### src/nearest_match_line_cross_counter_defines.svh
// assertion macros shared by the nearest match line cross counter
`ifndef NEAREST_MATCH_LINE_CROSS_COUNTER_DEFINES_SVH
`define NEAREST_MATCH_LINE_CROSS_COUNTER_DEFINES_SVH
`ifndef SYNTHESIS
// checked outside reset
`define NMLCC_ASSERT(label, clk, rst, prop, msg) \
  label: assert property (@(posedge clk) disable iff (rst) prop) else $error(msg);
// checked on every edge, reset included
`define NMLCC_ASSERT_ALWAYS(label, clk, prop, msg) \
  label: assert property (@(posedge clk) prop) else $error(msg);
`else
`define NMLCC_ASSERT(label, clk, rst, prop, msg)
`define NMLCC_ASSERT_ALWAYS(label, clk, prop, msg)
`endif
`endif

### src/nmlcc_pkg.sv
// types, constants and helpers of the nearest match line cross counter
package nmlcc_pkg;

  localparam int COORD_BITS      = 12;
  localparam int CENT_W          = COORD_BITS + 1;
  localparam int SQ_W            = 2 * CENT_W;
  localparam int DIST_W          = SQ_W + 1;
  localparam int END_W           = 14;
  localparam int PT_W            = 15;
  localparam int CFG_W           = 26;
  localparam int CFG_IDX_W       = 3;
  localparam int MATCH_IDX_W     = 6;
  localparam int TOTAL_W         = 32;
  localparam int STEP_W          = 3;
  localparam int MAX_OBJECTS_DEF = 64;

  localparam logic [CFG_W-1:0] MAX_DIST_SQ_RESET = CFG_W'(2500);

  // item kinds
  localparam logic [1:0] KIND_CLEAR = 2'd0;
  localparam logic [1:0] KIND_LOAD  = 2'd1;
  localparam logic [1:0] KIND_QUERY = 2'd2;

  // register indexes
  localparam logic [CFG_IDX_W-1:0] CFG_CENTER_X    = 3'd0;
  localparam logic [CFG_IDX_W-1:0] CFG_CENTER_Y    = 3'd1;
  localparam logic [CFG_IDX_W-1:0] CFG_RIGHT_END_X = 3'd2;
  localparam logic [CFG_IDX_W-1:0] CFG_RIGHT_END_Y = 3'd3;
  localparam logic [CFG_IDX_W-1:0] CFG_LEFT_END_X  = 3'd4;
  localparam logic [CFG_IDX_W-1:0] CFG_LEFT_END_Y  = 3'd5;
  localparam logic [CFG_IDX_W-1:0] CFG_MAX_DIST_SQ = 3'd6;

  // side test selects within one segment: point triple (p, q, r)
  localparam logic [1:0] SIDE_ABO = 2'd0;
  localparam logic [1:0] SIDE_ABE = 2'd1;
  localparam logic [1:0] SIDE_OEA = 2'd2;
  localparam logic [1:0] SIDE_OEB = 2'd3;

  localparam logic [STEP_W-1:0] STEP_LAST = 3'd7;

  typedef struct packed {
    logic [1:0]            kind;
    logic [COORD_BITS-1:0] rect_x;
    logic [COORD_BITS-1:0] rect_y;
    logic [COORD_BITS-1:0] rect_w;
    logic [COORD_BITS-1:0] rect_h;
  } item_t;

  typedef struct packed {
    logic                   match_found;
    logic [MATCH_IDX_W-1:0] match_index;
    logic                   crossed;
    logic [TOTAL_W-1:0]     total_count;
  } result_t;

  typedef struct packed {
    logic [CENT_W-1:0] x;
    logic [CENT_W-1:0] y;
  } cent_t;

  typedef struct packed {
    logic signed [PT_W-1:0] x;
    logic signed [PT_W-1:0] y;
  } pt_t;

  typedef struct packed {
    cent_t             cent;
    logic [DIST_W-1:0] dist_sq;
  } best_t;

  typedef struct packed {
    logic              vld;
    logic [STEP_W-1:0] tag;
    logic              pos;
  } side_res_t;

  typedef enum logic [2:0] {
    ST_IDLE,
    ST_SCAN,
    ST_DRAIN,
    ST_CROSS,
    ST_WAIT,
    ST_DONE
  } state_t;

  function automatic cent_t centroid(item_t it);
    cent_t c;
    c.x = CENT_W'(it.rect_x) + CENT_W'(it.rect_w >> 1);
    c.y = CENT_W'(it.rect_y) + CENT_W'(it.rect_h >> 1);
    return c;
  endfunction

  function automatic logic signed [PT_W-1:0] upt(logic [CENT_W-1:0] v);
    return $signed(PT_W'(v));
  endfunction

endpackage

### src/nmlcc_ram.sv
// generic single write port ram with registered read
module nmlcc_ram #(
  parameter int WIDTH = 8,
  parameter int DEPTH = 16,
  parameter int AW    = (DEPTH > 1) ? $clog2(DEPTH) : 1
) (
  input  logic             clk,
  input  logic             we,
  input  logic [AW-1:0]    waddr,
  input  logic [WIDTH-1:0] wdata,
  input  logic             re,
  input  logic [AW-1:0]    raddr,
  output logic [WIDTH-1:0] rdata
);

  logic [WIDTH-1:0] mem [DEPTH];

  always_ff @(posedge clk) begin
    if (we) begin
      mem[waddr] <= wdata;
    end
    if (re) begin
      rdata <= mem[raddr];
    end
  end

endmodule

### src/nmlcc_dist.sv
// distance pipeline: squares a stored centroid against the query and keeps the nearest
module nmlcc_dist #(
  parameter int AW = 6
) (
  input  logic                  clk,
  input  logic                  rst,
  input  logic                  issue,
  input  logic [AW-1:0]         issue_idx,
  input  nmlcc_pkg::cent_t      rdata,
  input  nmlcc_pkg::cent_t      qc,
  output nmlcc_pkg::best_t      best,
  output logic [AW-1:0]         best_idx,
  output logic                  pending
);
  import nmlcc_pkg::*;

  logic              vld1;
  logic              first1;
  logic [AW-1:0]     idx1;
  logic              vld2;
  logic              first2;
  logic [AW-1:0]     idx2;
  cent_t             cent2;
  logic [SQ_W-1:0]   sqx;
  logic [SQ_W-1:0]   sqy;
  logic [CENT_W:0]   dx;
  logic [CENT_W:0]   dy;
  logic [CENT_W-1:0] adx;
  logic [CENT_W-1:0] ady;
  logic [DIST_W-1:0] d;

  // ram data lines up with stage one
  always_ff @(posedge clk) begin
    if (rst) begin
      vld1 <= 1'b0;
      vld2 <= 1'b0;
    end else begin
      vld1 <= issue;
      vld2 <= vld1;
    end
  end

  always_ff @(posedge clk) begin
    idx1   <= issue_idx;
    first1 <= (issue_idx == '0);
  end

  always_comb begin
    dx  = {1'b0, rdata.x} - {1'b0, qc.x};
    dy  = {1'b0, rdata.y} - {1'b0, qc.y};
    adx = dx[CENT_W] ? CENT_W'(-dx) : dx[CENT_W-1:0];
    ady = dy[CENT_W] ? CENT_W'(-dy) : dy[CENT_W-1:0];
  end

  always_ff @(posedge clk) begin
    sqx    <= adx * adx;
    sqy    <= ady * ady;
    cent2  <= rdata;
    idx2   <= idx1;
    first2 <= first1;
  end

  assign d = DIST_W'(sqx) + DIST_W'(sqy);

  // strict compare keeps the lowest slot on ties
  always_ff @(posedge clk) begin
    if (vld2 && (first2 || (d < best.dist_sq))) begin
      best.dist_sq <= d;
      best.cent    <= cent2;
      best_idx     <= idx2;
    end
  end

  assign pending = vld1 | vld2;

endmodule

### src/nmlcc_side.sv
// two stage cross product unit: strict positive side of r against segment p to q
module nmlcc_side (
  input  logic                       clk,
  input  logic                       rst,
  input  logic                       vld,
  input  logic [nmlcc_pkg::STEP_W-1:0] tag,
  input  nmlcc_pkg::pt_t             p,
  input  nmlcc_pkg::pt_t             q,
  input  nmlcc_pkg::pt_t             r,
  output nmlcc_pkg::side_res_t       res
);
  import nmlcc_pkg::*;

  logic signed [PT_W:0]       dqx;
  logic signed [PT_W:0]       dqy;
  logic signed [PT_W:0]       drx;
  logic signed [PT_W:0]       dry;
  logic signed [2*PT_W+1:0]   m1;
  logic signed [2*PT_W+1:0]   m2;
  logic                       vld1;
  logic [STEP_W-1:0]          tag1;
  logic signed [2*PT_W+2:0]   c;
  logic                       vld2;
  logic [STEP_W-1:0]          tag2;
  logic                       pos2;

  always_comb begin
    dqx = q.x - p.x;
    dqy = q.y - p.y;
    drx = r.x - p.x;
    dry = r.y - p.y;
  end

  always_ff @(posedge clk) begin
    m1   <= dqx * dry;
    m2   <= dqy * drx;
    tag1 <= tag;
  end

  assign c = {m1[2*PT_W+1], m1} - {m2[2*PT_W+1], m2};

  always_ff @(posedge clk) begin
    if (rst) begin
      vld1 <= 1'b0;
      vld2 <= 1'b0;
    end else begin
      vld1 <= vld;
      vld2 <= vld1;
    end
  end

  // zero counts as the negative side
  always_ff @(posedge clk) begin
    tag2 <= tag1;
    pos2 <= !c[2*PT_W+2] && (c != '0);
  end

  assign res = '{vld: vld2, tag: tag2, pos: pos2};

endmodule

### src/nearest_match_line_cross_counter.sv
// top level of the nearest match line cross counter
//
// an item is taken at a clock edge with start high and busy low. clear and load items
// take effect at the accepting edge and never raise busy; a load into a full store is
// dropped. a query raises busy, walks the stored centroids one per cycle through the
// single read port of the centroid ram, then runs eight side tests through one shared
// cross product unit, passing the scan, drain, cross, wait and done states (an empty
// store goes straight to done); the result strobe (done) is registered from done state.
// busy falls in the strobe cycle, so the next item can be taken at the edge that ends
// it. result holds the result while done is high, which is for a single cycle, and the
// receiver cannot hold it off. configuration is written through cfg_we, cfg_index and
// cfg_data; the user must write it only while busy is low; the block does not enforce it.
`include "nearest_match_line_cross_counter_defines.svh"
module nearest_match_line_cross_counter #(
  parameter int MAX_OBJECTS = nmlcc_pkg::MAX_OBJECTS_DEF
) (
  input  logic                          clk,
  input  logic                          rst,
  input  logic                          start,
  output logic                          busy,
  input  nmlcc_pkg::item_t              item,
  output logic                          done,
  output nmlcc_pkg::result_t            result,
  input  logic                          cfg_we,
  input  logic [nmlcc_pkg::CFG_IDX_W-1:0] cfg_index,
  input  logic [nmlcc_pkg::CFG_W-1:0]   cfg_data
);
  import nmlcc_pkg::*;

  localparam int AW = (MAX_OBJECTS > 1) ? $clog2(MAX_OBJECTS) : 1;
  localparam int CW = $clog2(MAX_OBJECTS + 1);

  // configuration
  logic [COORD_BITS-1:0]   center_x;
  logic [COORD_BITS-1:0]   center_y;
  logic signed [END_W-1:0] right_end_x;
  logic signed [END_W-1:0] right_end_y;
  logic signed [END_W-1:0] left_end_x;
  logic signed [END_W-1:0] left_end_y;
  logic [CFG_W-1:0]        max_distance_sq;

  // control and state
  state_t            state;
  state_t            state_next;
  logic              accept;
  logic              take_query;
  logic              scan_en;
  logic              side_en;
  logic              finish;
  logic [CW-1:0]     ref_count;
  logic [CW-1:0]     scan_idx;
  logic              scan_last;
  logic [STEP_W-1:0] step;
  logic [7:0]        side_bits;
  logic              q_found;
  cent_t             qc;
  cent_t             item_cent;
  logic [TOTAL_W-1:0] total;
  logic [TOTAL_W-1:0] total_next;
  logic              counted;
  logic              hit;

  // ram and units
  logic              ram_we;
  logic [CENT_W*2-1:0] ram_rdata;
  best_t             best;
  logic [AW-1:0]     best_idx;
  logic              dist_pending;
  side_res_t         side_res;
  pt_t               pa;
  pt_t               pb;
  pt_t               po;
  pt_t               pe;
  pt_t               sp;
  pt_t               sq;
  pt_t               sr;

  assign accept     = start && !busy;
  assign take_query = accept && (item.kind == KIND_QUERY);
  assign item_cent  = centroid(item);
  assign scan_last  = (CW'(scan_idx + 1'b1) == ref_count);

  // config writes
  always_ff @(posedge clk) begin
    if (rst) begin
      center_x        <= '0;
      center_y        <= '0;
      right_end_x     <= '0;
      right_end_y     <= '0;
      left_end_x      <= '0;
      left_end_y      <= '0;
      max_distance_sq <= MAX_DIST_SQ_RESET;
    end else if (cfg_we) begin
      unique case (cfg_index)
        CFG_CENTER_X:    center_x        <= cfg_data[COORD_BITS-1:0];
        CFG_CENTER_Y:    center_y        <= cfg_data[COORD_BITS-1:0];
        CFG_RIGHT_END_X: right_end_x     <= $signed(cfg_data[END_W-1:0]);
        CFG_RIGHT_END_Y: right_end_y     <= $signed(cfg_data[END_W-1:0]);
        CFG_LEFT_END_X:  left_end_x      <= $signed(cfg_data[END_W-1:0]);
        CFG_LEFT_END_Y:  left_end_y      <= $signed(cfg_data[END_W-1:0]);
        CFG_MAX_DIST_SQ: max_distance_sq <= cfg_data;
        default: ;
      endcase
    end
  end

  // next state
  always_comb begin
    state_next = state;
    unique case (state)
      ST_IDLE: begin
        if (accept && (item.kind == KIND_QUERY)) begin
          state_next = (ref_count != '0) ? ST_SCAN : ST_DONE;
        end
      end
      ST_SCAN: begin
        if (scan_last) begin
          state_next = ST_DRAIN;
        end
      end
      ST_DRAIN: begin
        if (!dist_pending) begin
          state_next = ST_CROSS;
        end
      end
      ST_CROSS: begin
        if (step == STEP_LAST) begin
          state_next = ST_WAIT;
        end
      end
      ST_WAIT: begin
        if (side_res.vld && (side_res.tag == STEP_LAST)) begin
          state_next = ST_DONE;
        end
      end
      ST_DONE: state_next = ST_IDLE;
      default: state_next = ST_IDLE;
    endcase
  end

  // state outputs
  always_comb begin
    busy    = 1'b1;
    scan_en = 1'b0;
    side_en = 1'b0;
    finish  = 1'b0;
    unique case (state)
      ST_IDLE:  busy    = 1'b0;
      ST_SCAN:  scan_en = 1'b1;
      ST_CROSS: side_en = 1'b1;
      ST_DONE:  finish  = 1'b1;
      default: ;
    endcase
  end

  always_ff @(posedge clk) begin
    if (rst) begin
      state <= ST_IDLE;
    end else begin
      state <= state_next;
    end
  end

  // store fill count; clear and load act in the accepting cycle
  assign ram_we = accept && (item.kind == KIND_LOAD) && (ref_count < CW'(MAX_OBJECTS));

  always_ff @(posedge clk) begin
    if (rst) begin
      ref_count <= '0;
    end else if (accept && (item.kind == KIND_CLEAR)) begin
      ref_count <= '0;
    end else if (ram_we) begin
      ref_count <= CW'(ref_count + 1'b1);
    end
  end

  // query latch and walk counters
  always_ff @(posedge clk) begin
    if (accept && (item.kind == KIND_QUERY)) begin
      qc      <= item_cent;
      q_found <= (ref_count != '0);
    end
  end

  always_ff @(posedge clk) begin
    if (rst) begin
      scan_idx <= '0;
      step     <= '0;
    end else begin
      if (accept) begin
        scan_idx <= '0;
      end else if (scan_en) begin
        scan_idx <= CW'(scan_idx + 1'b1);
      end
      if (side_en) begin
        step <= STEP_W'(step + 1'b1);
      end else begin
        step <= '0;
      end
    end
  end

  nmlcc_ram #(
    .WIDTH(2 * CENT_W),
    .DEPTH(MAX_OBJECTS),
    .AW   (AW)
  ) u_ram (
    .clk  (clk),
    .we   (ram_we),
    .waddr(ref_count[AW-1:0]),
    .wdata(item_cent),
    .re   (scan_en),
    .raddr(scan_idx[AW-1:0]),
    .rdata(ram_rdata)
  );

  nmlcc_dist #(
    .AW(AW)
  ) u_dist (
    .clk      (clk),
    .rst      (rst),
    .issue    (scan_en),
    .issue_idx(scan_idx[AW-1:0]),
    .rdata    (cent_t'(ram_rdata)),
    .qc       (qc),
    .best     (best),
    .best_idx (best_idx),
    .pending  (dist_pending)
  );

  // operands of the side tests: query a, match b, shared start o, segment end e
  always_comb begin
    pa.x = upt(qc.x);
    pa.y = upt(qc.y);
    pb.x = upt(best.cent.x);
    pb.y = upt(best.cent.y);
    po.x = upt(CENT_W'(center_x));
    po.y = upt(CENT_W'(center_y));
    pe.x = step[2] ? PT_W'(left_end_x) : PT_W'(right_end_x);
    pe.y = step[2] ? PT_W'(left_end_y) : PT_W'(right_end_y);
    unique case (step[1:0])
      SIDE_ABO: begin
        sp = pa;
        sq = pb;
        sr = po;
      end
      SIDE_ABE: begin
        sp = pa;
        sq = pb;
        sr = pe;
      end
      SIDE_OEA: begin
        sp = po;
        sq = pe;
        sr = pa;
      end
      SIDE_OEB: begin
        sp = po;
        sq = pe;
        sr = pb;
      end
      default: begin
        sp = pa;
        sq = pb;
        sr = po;
      end
    endcase
  end

  nmlcc_side u_side (
    .clk(clk),
    .rst(rst),
    .vld(side_en),
    .tag(step),
    .p  (sp),
    .q  (sq),
    .r  (sr),
    .res(side_res)
  );

  always_ff @(posedge clk) begin
    if (side_res.vld) begin
      side_bits[side_res.tag] <= side_res.pos;
    end
  end

  // segments cross when each has its ends on opposite sides of the other
  assign hit = ((side_bits[0] != side_bits[1]) && (side_bits[2] != side_bits[3]))
            || ((side_bits[4] != side_bits[5]) && (side_bits[6] != side_bits[7]));
  assign counted = q_found && hit && (best.dist_sq < DIST_W'(max_distance_sq));
  assign total_next = (counted && (total != '1)) ? TOTAL_W'(total + 1'b1) : total;

  always_ff @(posedge clk) begin
    if (rst) begin
      total <= '0;
      done  <= 1'b0;
    end else begin
      done <= finish;
      if (finish) begin
        total <= total_next;
      end
    end
  end

  // result beat
  always_ff @(posedge clk) begin
    if (finish) begin
      result.match_found <= q_found;
      result.match_index <= q_found ? MATCH_IDX_W'(best_idx) : '0;
      result.crossed     <= counted;
      result.total_count <= total_next;
    end
  end

  `NMLCC_ASSERT(a_done_single, clk, rst, done |=> !done, "strobe longer than one cycle")
  `NMLCC_ASSERT(a_query_busy, clk, rst, take_query |=> busy, "query accepted without busy")
  `NMLCC_ASSERT(a_count_bound, clk, rst, ref_count <= CW'(MAX_OBJECTS), "count beyond depth")
  `NMLCC_ASSERT(a_total_mono, clk, rst, 1'b1 |=> (total >= $past(total)), "total went down")
  `NMLCC_ASSERT_ALWAYS(a_reset_idle, clk, rst |=> (!busy && !done), "not idle after reset")

endmodule

### config.mk
export PLATFORM = sky130hd
export DESIGN_NAME = nearest_match_line_cross_counter
export DESIGN_NICKNAME = d
export VERILOG_FILES = /design/src/nmlcc_pkg.sv /design/src/nmlcc_ram.sv /design/src/nmlcc_dist.sv /design/src/nmlcc_side.sv /design/src/nearest_match_line_cross_counter.sv
export VERILOG_INCLUDE_DIRS = /design/src /design/src/src
export SDC_FILE = /design/constraint.sdc
export NUM_CORES = 2
export LEC_CHECK = 0
export BUFFER_PORTS_ARGS = -buffer_cell sky130_fd_sc_hd__buf_2
export CAP_MARGIN = 30
export CELL_PAD_IN_SITES_DETAIL_PLACEMENT = 0
export CELL_PAD_IN_SITES_GLOBAL_PLACEMENT = 1
export CORE_MARGIN = 2
export CORE_UTILIZATION = 35
export CTS_CLUSTER_SIZE = 20
export DETAILED_ROUTE_END_ITERATION = 7
export HOLD_SLACK_MARGIN = 0.05
export PLACE_DENSITY = 0.6
export SLEW_MARGIN = 0
export SYNTH_ARGS = -nofsm -noshare
export SYNTH_HDL_FRONTEND = slang
export SYNTH_SLANG_ARGS = --single-unit
### constraint.sdc
create_clock -name clk -period 9.85 [get_ports clk]
set_input_delay 1.4775 -clock clk [delete_from_list [all_inputs] [get_ports clk]]
set_output_delay 1.4775 -clock clk [all_outputs]
set_load 0.1 [all_outputs]
# After elaboration in Yosys (flattened, before gate mapping)
# Memory sizes are Yosys's and may differ from the RTL's. A register that Yosys moved wholly into a read port is not among the register bits.
# Cells that the tools add are included.
# op_classes
bitwise_logic	2
eq_ne	29
n_addsub	16
n_reduce_logical	37
n_lt_le_gt_ge	5
multipliers	4
muxes	24
# op_table
operator	n
case mux 30 bit (2 select lines)	2
case mux 30 bit (4 select lines)	1
multiplier 16 x 16 -> 32 bit	2
subtractor 15 x 15 -> 16 bit	4
multiplier 13 x 13 -> 26 bit	2
nonzero test 33 bit	1
subtractor 32 x 32 -> 33 bit	1
adder 32 x 1 -> 32 bit, second input constant	1
2-to-1 mux 32 bit	1
!= test 32 bit, second input constant	1
2-to-1 mux 15 bit	2
subtractor 13 x 13 -> 14 bit	2
adder 26 x 26 -> 27 bit	1
< comparator 27 x 26 -> 1 bit	1
< comparator 27 bit	1
adder 12 x 11 -> 13 bit	2
2-to-1 mux 13 bit	2
negator 13 bit	2
== test 3 bit, second input constant	7
2-to-1 mux 3 bit	6
case mux 3 bit (5 select lines)	1
adder 7 x 1 -> 7 bit, second input constant	2
logical AND 1 bit	14
AND reduction 2 bit	7
24 further kinds	51
# totals
out_inout_bits	42
ff_bits	460
mem_count	1
ram_bits	1664
wordCells	160
# mem_list
name	words	word_bits	read_ports	rd_ports_with_merged_regs	write_ports	line	rtl
u_ram.mem	64	26	1	1	1	nmlcc_ram.sv:16	logic [WIDTH-1:0] mem [DEPTH];

# Longest topological paths before layout
# depth
depth_word	7
mapped_depth	43
mapped_depth_nobuf	40

# Hierarchy
# From an unflattened synthesis, not the netlist that was laid out.
# hier_totals
cells_unflattened	8993
hier_area_um2	119185.6
# modules_own_cells
module	cells_each	instances	area_each_um2	seq_area_each_um2
nmlcc_ram	2841	1	64443.1	50748.7
nmlcc_side	2933	1	25597.0	1461.4
nmlcc_dist	1737	1	16458.3	3613.5
nearest_match_line_cross_counter	1482	1	12687.2	5435.2

# Least setup slack after synthesis
# Ideal clock, no wire load.
# synth_path
path_kind	register to register
start	register step[2]
end	register u_side.m1[29]
path_buffers	4
setup_slack_ns	-0.131
arrival_ns	9.909
setup_time_ns	0.072
required_time_ns	9.778
synth_period_minus_slack_ns	9.981
stages_incl_launch_ff	40
cell_sequence	dfxtp_1 buf_2 buf_1 buf_1 mux2i_1 o211ai_1 o21ai_0 ha_1 fa_1 nor2b_1 o21ai_0 a21boi_1 o21ai_0 a21boi_1 o21ai_0 nor2b_1 xnor2_1 clkbuf_1 [4 not listed] inv_1 fa_1 inv_1 fa_1 fa_1 inv_1 fa_1 inv_1 ha_1 and3_1 and4_1 and3_1 a2111oi_0 a21oi_1 and4_1 or3_1 a21oi_1 xnor2_1
# synth_between
elab_chain_cells	4
elab_cells_between_ends	7
# synth_lines
item	line	rtl
start, declared	nearest_match_line_cross_counter.sv:53	logic [STEP_W-1:0] step;
start signal, assigned	nearest_match_line_cross_counter.sv:196	step <= STEP_W'(step + 1'b1);
2-to-1 mux 15 bit (on tied branches)	nearest_match_line_cross_counter.sv:240, nearest_match_line_cross_counter.sv:239	
case mux 30 bit (4 select lines) or case mux 30 bit (2 select lines) (tied branches)	nearest_match_line_cross_counter.sv:241	unique case (step[1:0])
subtractor 15 x 15 -> 16 bit (on tied branches)	nmlcc_side.sv:31, nmlcc_side.sv:28	
multiplier 16 x 16 -> 32 bit *	nmlcc_side.sv:35	m1 <= dqx * dry;
end signal, assigned	nmlcc_side.sv:35	
end, declared	nmlcc_side.sv:18	logic signed [2*PT_W+1:0] m1;
# Mark *: on every way between the ends. The rest lies on a longest branch, timed or not.
# A chain may end at the register's enable or synchronous reset.

# Worst setup path in the final report
# layout_path
start	register step[0]
end	register u_side.m1[30]
# layout_between
elab_chain_cells	5
elab_cells_between_ends	12
# layout_lines
item	line
== test 2 bit (tied with other cells)	nearest_match_line_cross_counter.sv:241
OR reduction 2 bit (no source line)	n/a
case mux 30 bit (2 select lines)	nearest_match_line_cross_counter.sv:241
subtractor 15 x 15 -> 16 bit (on tied branches)	nmlcc_side.sv:28, nmlcc_side.sv:31
multiplier 16 x 16 -> 32 bit *	nmlcc_side.sv:35
# Mark *: on every way between the ends. The rest lies on a longest branch, timed or not. The select of a mux whose other input is x is not followed.

==> summary.txt <==
Status
  – Status: complete, no violations

Setup path
  – R2r setup slk: 410 ps
  – Max incr delay on CP: 550 ps
  – Worst r2r src: step[0]
  – Critical Path End Type: flop
  – R2r worst-path depth: 41
  – Worst R2R End: u_side.m1[30]
  – Critical path class: flop to flop
  – Worst Setup SP: step[0]
  – Critical path required time: 10650 ps
  – Slowest CP cell: fa_1
  – Startpoint types: flop
  – Crit Path Max Fanout: 6
  – Worst EP arrival: 10240 ps

Yosys
  – Number of synthesized register bits: 2148
  – Synth warn: 0
  – Netlist Area Pre-Place: 117200 um2
  – Synth async-reset ratio: 0
  – Synth area leaders: edfxtp_1 (47%), fa_1 (12%), mux4_2 (10%)
  – Main synth FF type: edfxtp_1
  – Syn Nets: 9749
  – Syn Area/Cell: 13.92 um2
  – Yosys cell types: 90
  – Post-synth top area share: 0.4671
  – Synth Instances: 8424
  – Top cell type by total area after synthesis: edfxtp_1
  – Post-synth EDFFs: 1824
  – Sequential fraction of the synthesis area: 0.5225

Clock tree
  – Htree depth: 4
  – Num CTS Buffers: 231
  – Clk sinks: 2148
  – CTS root buf: clkbuf_16
  – Post-CTS Hold Fix Bufs: 0
  – Worst skew pair latency: 940 ps
  – Clock slew at reported path FFs: 60 ps
  – Largest buffer count on any clock path: 4
  – CTS tree: yes

Placement
  – Post-Place Cells: 13.00k
  – DP HPWL: 223000 um
  – IO Port Bufs: 122
  – Placement Cell Area: 126000 um2
  – Placer Congestion: 0.8880

Finish
  – Final core occ: 0.4015
  – Post-layout instance area: 133900 um2
  – Layout area overhead: 14.17%
  – Layout Nets: 10.18k
  – Non-Filler Instances: 13.45k
  – Share of cells above drive strength 1: 0.1818

Timing
  – Achievable clock frequency: 0.1059 GHz
  – Setup-failing EPs final: 0
  – Max-slew headroom: 0.1616
  – Slew Limit Fails: 0
  – Final Hold Vio Count: 0
  – Period minus WS final: 9441 ps
  – Worst Skew: 117.2 ps
  – Least-Margin Pin Slew: 1258 ps
  – Final hold slack: 287.3 ps
  – Final critical-path share of the clock period: 0.9585

Hold path
  – Hold wc startpoint: u_side.tag1[1]
  – WHS Path Cells: 0
  – Worst Hold End: u_side.tag2[1]
  – HP Class: flop to flop

Flow run
  – Maxcap violations: 0

Die
  – Row count: 212
  – Die width: 582.8 um
  – Starting Density: 0.3517
  – Die Y: 582.8 um
  – Core area: 333400 um2
  – Die ar.: 339600 um2
  – I/O pins: 125

Global route
  – Global route overflow: 0
  – Overall routing resource usage: 0.1897
  – Antenna violations before repair: 33
  – Largest net degree at the start of global routing: 138
  – First-pass GRT wire length: 477600 um
  – Vias in the first global route: 72.44k

Drt
  – Sum of routed wire length over all layers: 323400 um
  – Via count: 68.91k
  – DR iter-0 viols: 4948
  – DRC violations left: 0
  – Via/cell ratio: 5.124
  – DR pass1 iterations: 7
  – DR WL/cell: 24.05 um
  – Antenna-violating nets left: 0
## how the worst max path moves through the flow
stage	end	depth (start not counted)
finish	u_side.m1[30]	41
global route	u_side.m1[29]	39
CTS	u_side.m2[24]	44
detailed placement	u_side.m2[30]	43
global placement	u_side.m2[30]	43
floorplan	u_side.m1[29]	41
## metal layers
| metal | GRT usage | share of wire | vias to the layer above | wire length [um] |
|---|---|---|---|---|
| li1 | - | - | 30859 | - |
| met3 | 0.02247 | 0.049 | 408 | 15830 |
| met1 | 0.2513 | 0.42 | 36037 | 137000 |
| met5 | 0 | 0.000080 | - | 26 |
| met4 | 0.05850 | 0.032 | 4 | 10300 |
| met2 | 0.3253 | 0.50 | 1606 | 160200 |
## layout make-up
cell class                 count  area (um2)
clock inverter               141        1378
inverter                    1073        4028
sequential                  2148       61280
timing repair buffer         501        3857
antenna                       16       40.04
clock buffer                 282        6043
fill                       30818      199600
multi-input combinational   4900       51760
tap                         4387        5489
## Yosys cell counts, types with 10 or more instances
cell          n
ha_1        511
xnor2_1     219
a31oi_1      26
and2_1       53
a22oi_1      18
mux2_2       28
mux2i_1      46
o21bai_1     32
and4_1       10
clkbuf_1    234
nand2b_1     69
o21a_1       42
edfxtp_1   1824
o211ai_1     24
or3_1        35
o31ai_1      24
nand2_1     650
a21o_1       87
a21oi_1     302
nand3_1     105
or4_1        14
nand4_1      27
xor2_1       90
inv_1      1070
or2_2        62
fa_1        731
a21boi_0     19
nor4_1       20
buf_1        53
a222oi_1     10
o41ai_1      11
mux4_2      546
nor2b_1      70
and3_1       46
nor2_1      584
dfxtp_1     324
o2111ai_1    14
a211oi_1     15
o21ai_0     142
buf_2        15
nor3_1       90
## per-stage QoR
stage / TNS (ps) / worst slack [ps]
after global routing: -41.52 / -28.88
final: 0 / 408.6
after floorplan: 0 / 22.88
after CTS: -10.21 / -10.21
after global placement: -954.9 / -220.1
after detailed placement: -1300 / -268.3
## worst max-delay path: cells and delay by family (launching register included)
family	cells	cell delay, ps
adders and majority gates	10	4240
AOI/OAI and AO/OA	15	2720
and+or+nand+nor	4	860
buffers and inverters	9	680
DFF	1	350
xor gates and xnor gates	2	290
muxes	1	210
## kinds of logic after synthesis
| family | synth area share |
|---|---|
| AOI/OAI and AO/OA | 0.04721 |
| xor gates and xnor gates | 0.02322 |
| adders and majority gates | 0.1793 |
| buffers and inverters | 0.04427 |
| DFF | 0.5225 |
| muxes | 0.1115 |
| other | 0.00003198 |
| and+or+nand+nor | 0.07197 |
## flip-flops by register name (all words and copies together), names as in the netlist, 25 cells and up
register	flops
u_ram.mem	1664
u_dist.best	53
result	40
total	32
u_side.m1	32
u_side.m2	32
max_distance_sq	26
pa	26
u_dist.cent2	26
u_ram.rdata	26
u_dist.sqx	25
u_dist.sqy	25
## cell usage in the layout (no fill, tap or decap), drive strengths merged, types with 87 or more instances in the layout
cell	instances
edfxtp	1824
inv	1082
fa	731
nand2	651
nor2	584
mux4	546
ha	511
buf	500
dfxtp	324
a21oi	302
clkbuf	282
xnor2	219
o21ai	146
nand3	106
clkinv	104
xor2	91
nor3	90
a21o	87
## timing repair
action,CTS,global route
buffers inserted,0,6
pin swaps,0,7
setup endpoints to repair,9,19
resized for setup,10,66
gates cloned,0,0
Power is not shown: default switching activity piles up to over one toggle a cycle in this logic, so the estimate is an artifact.
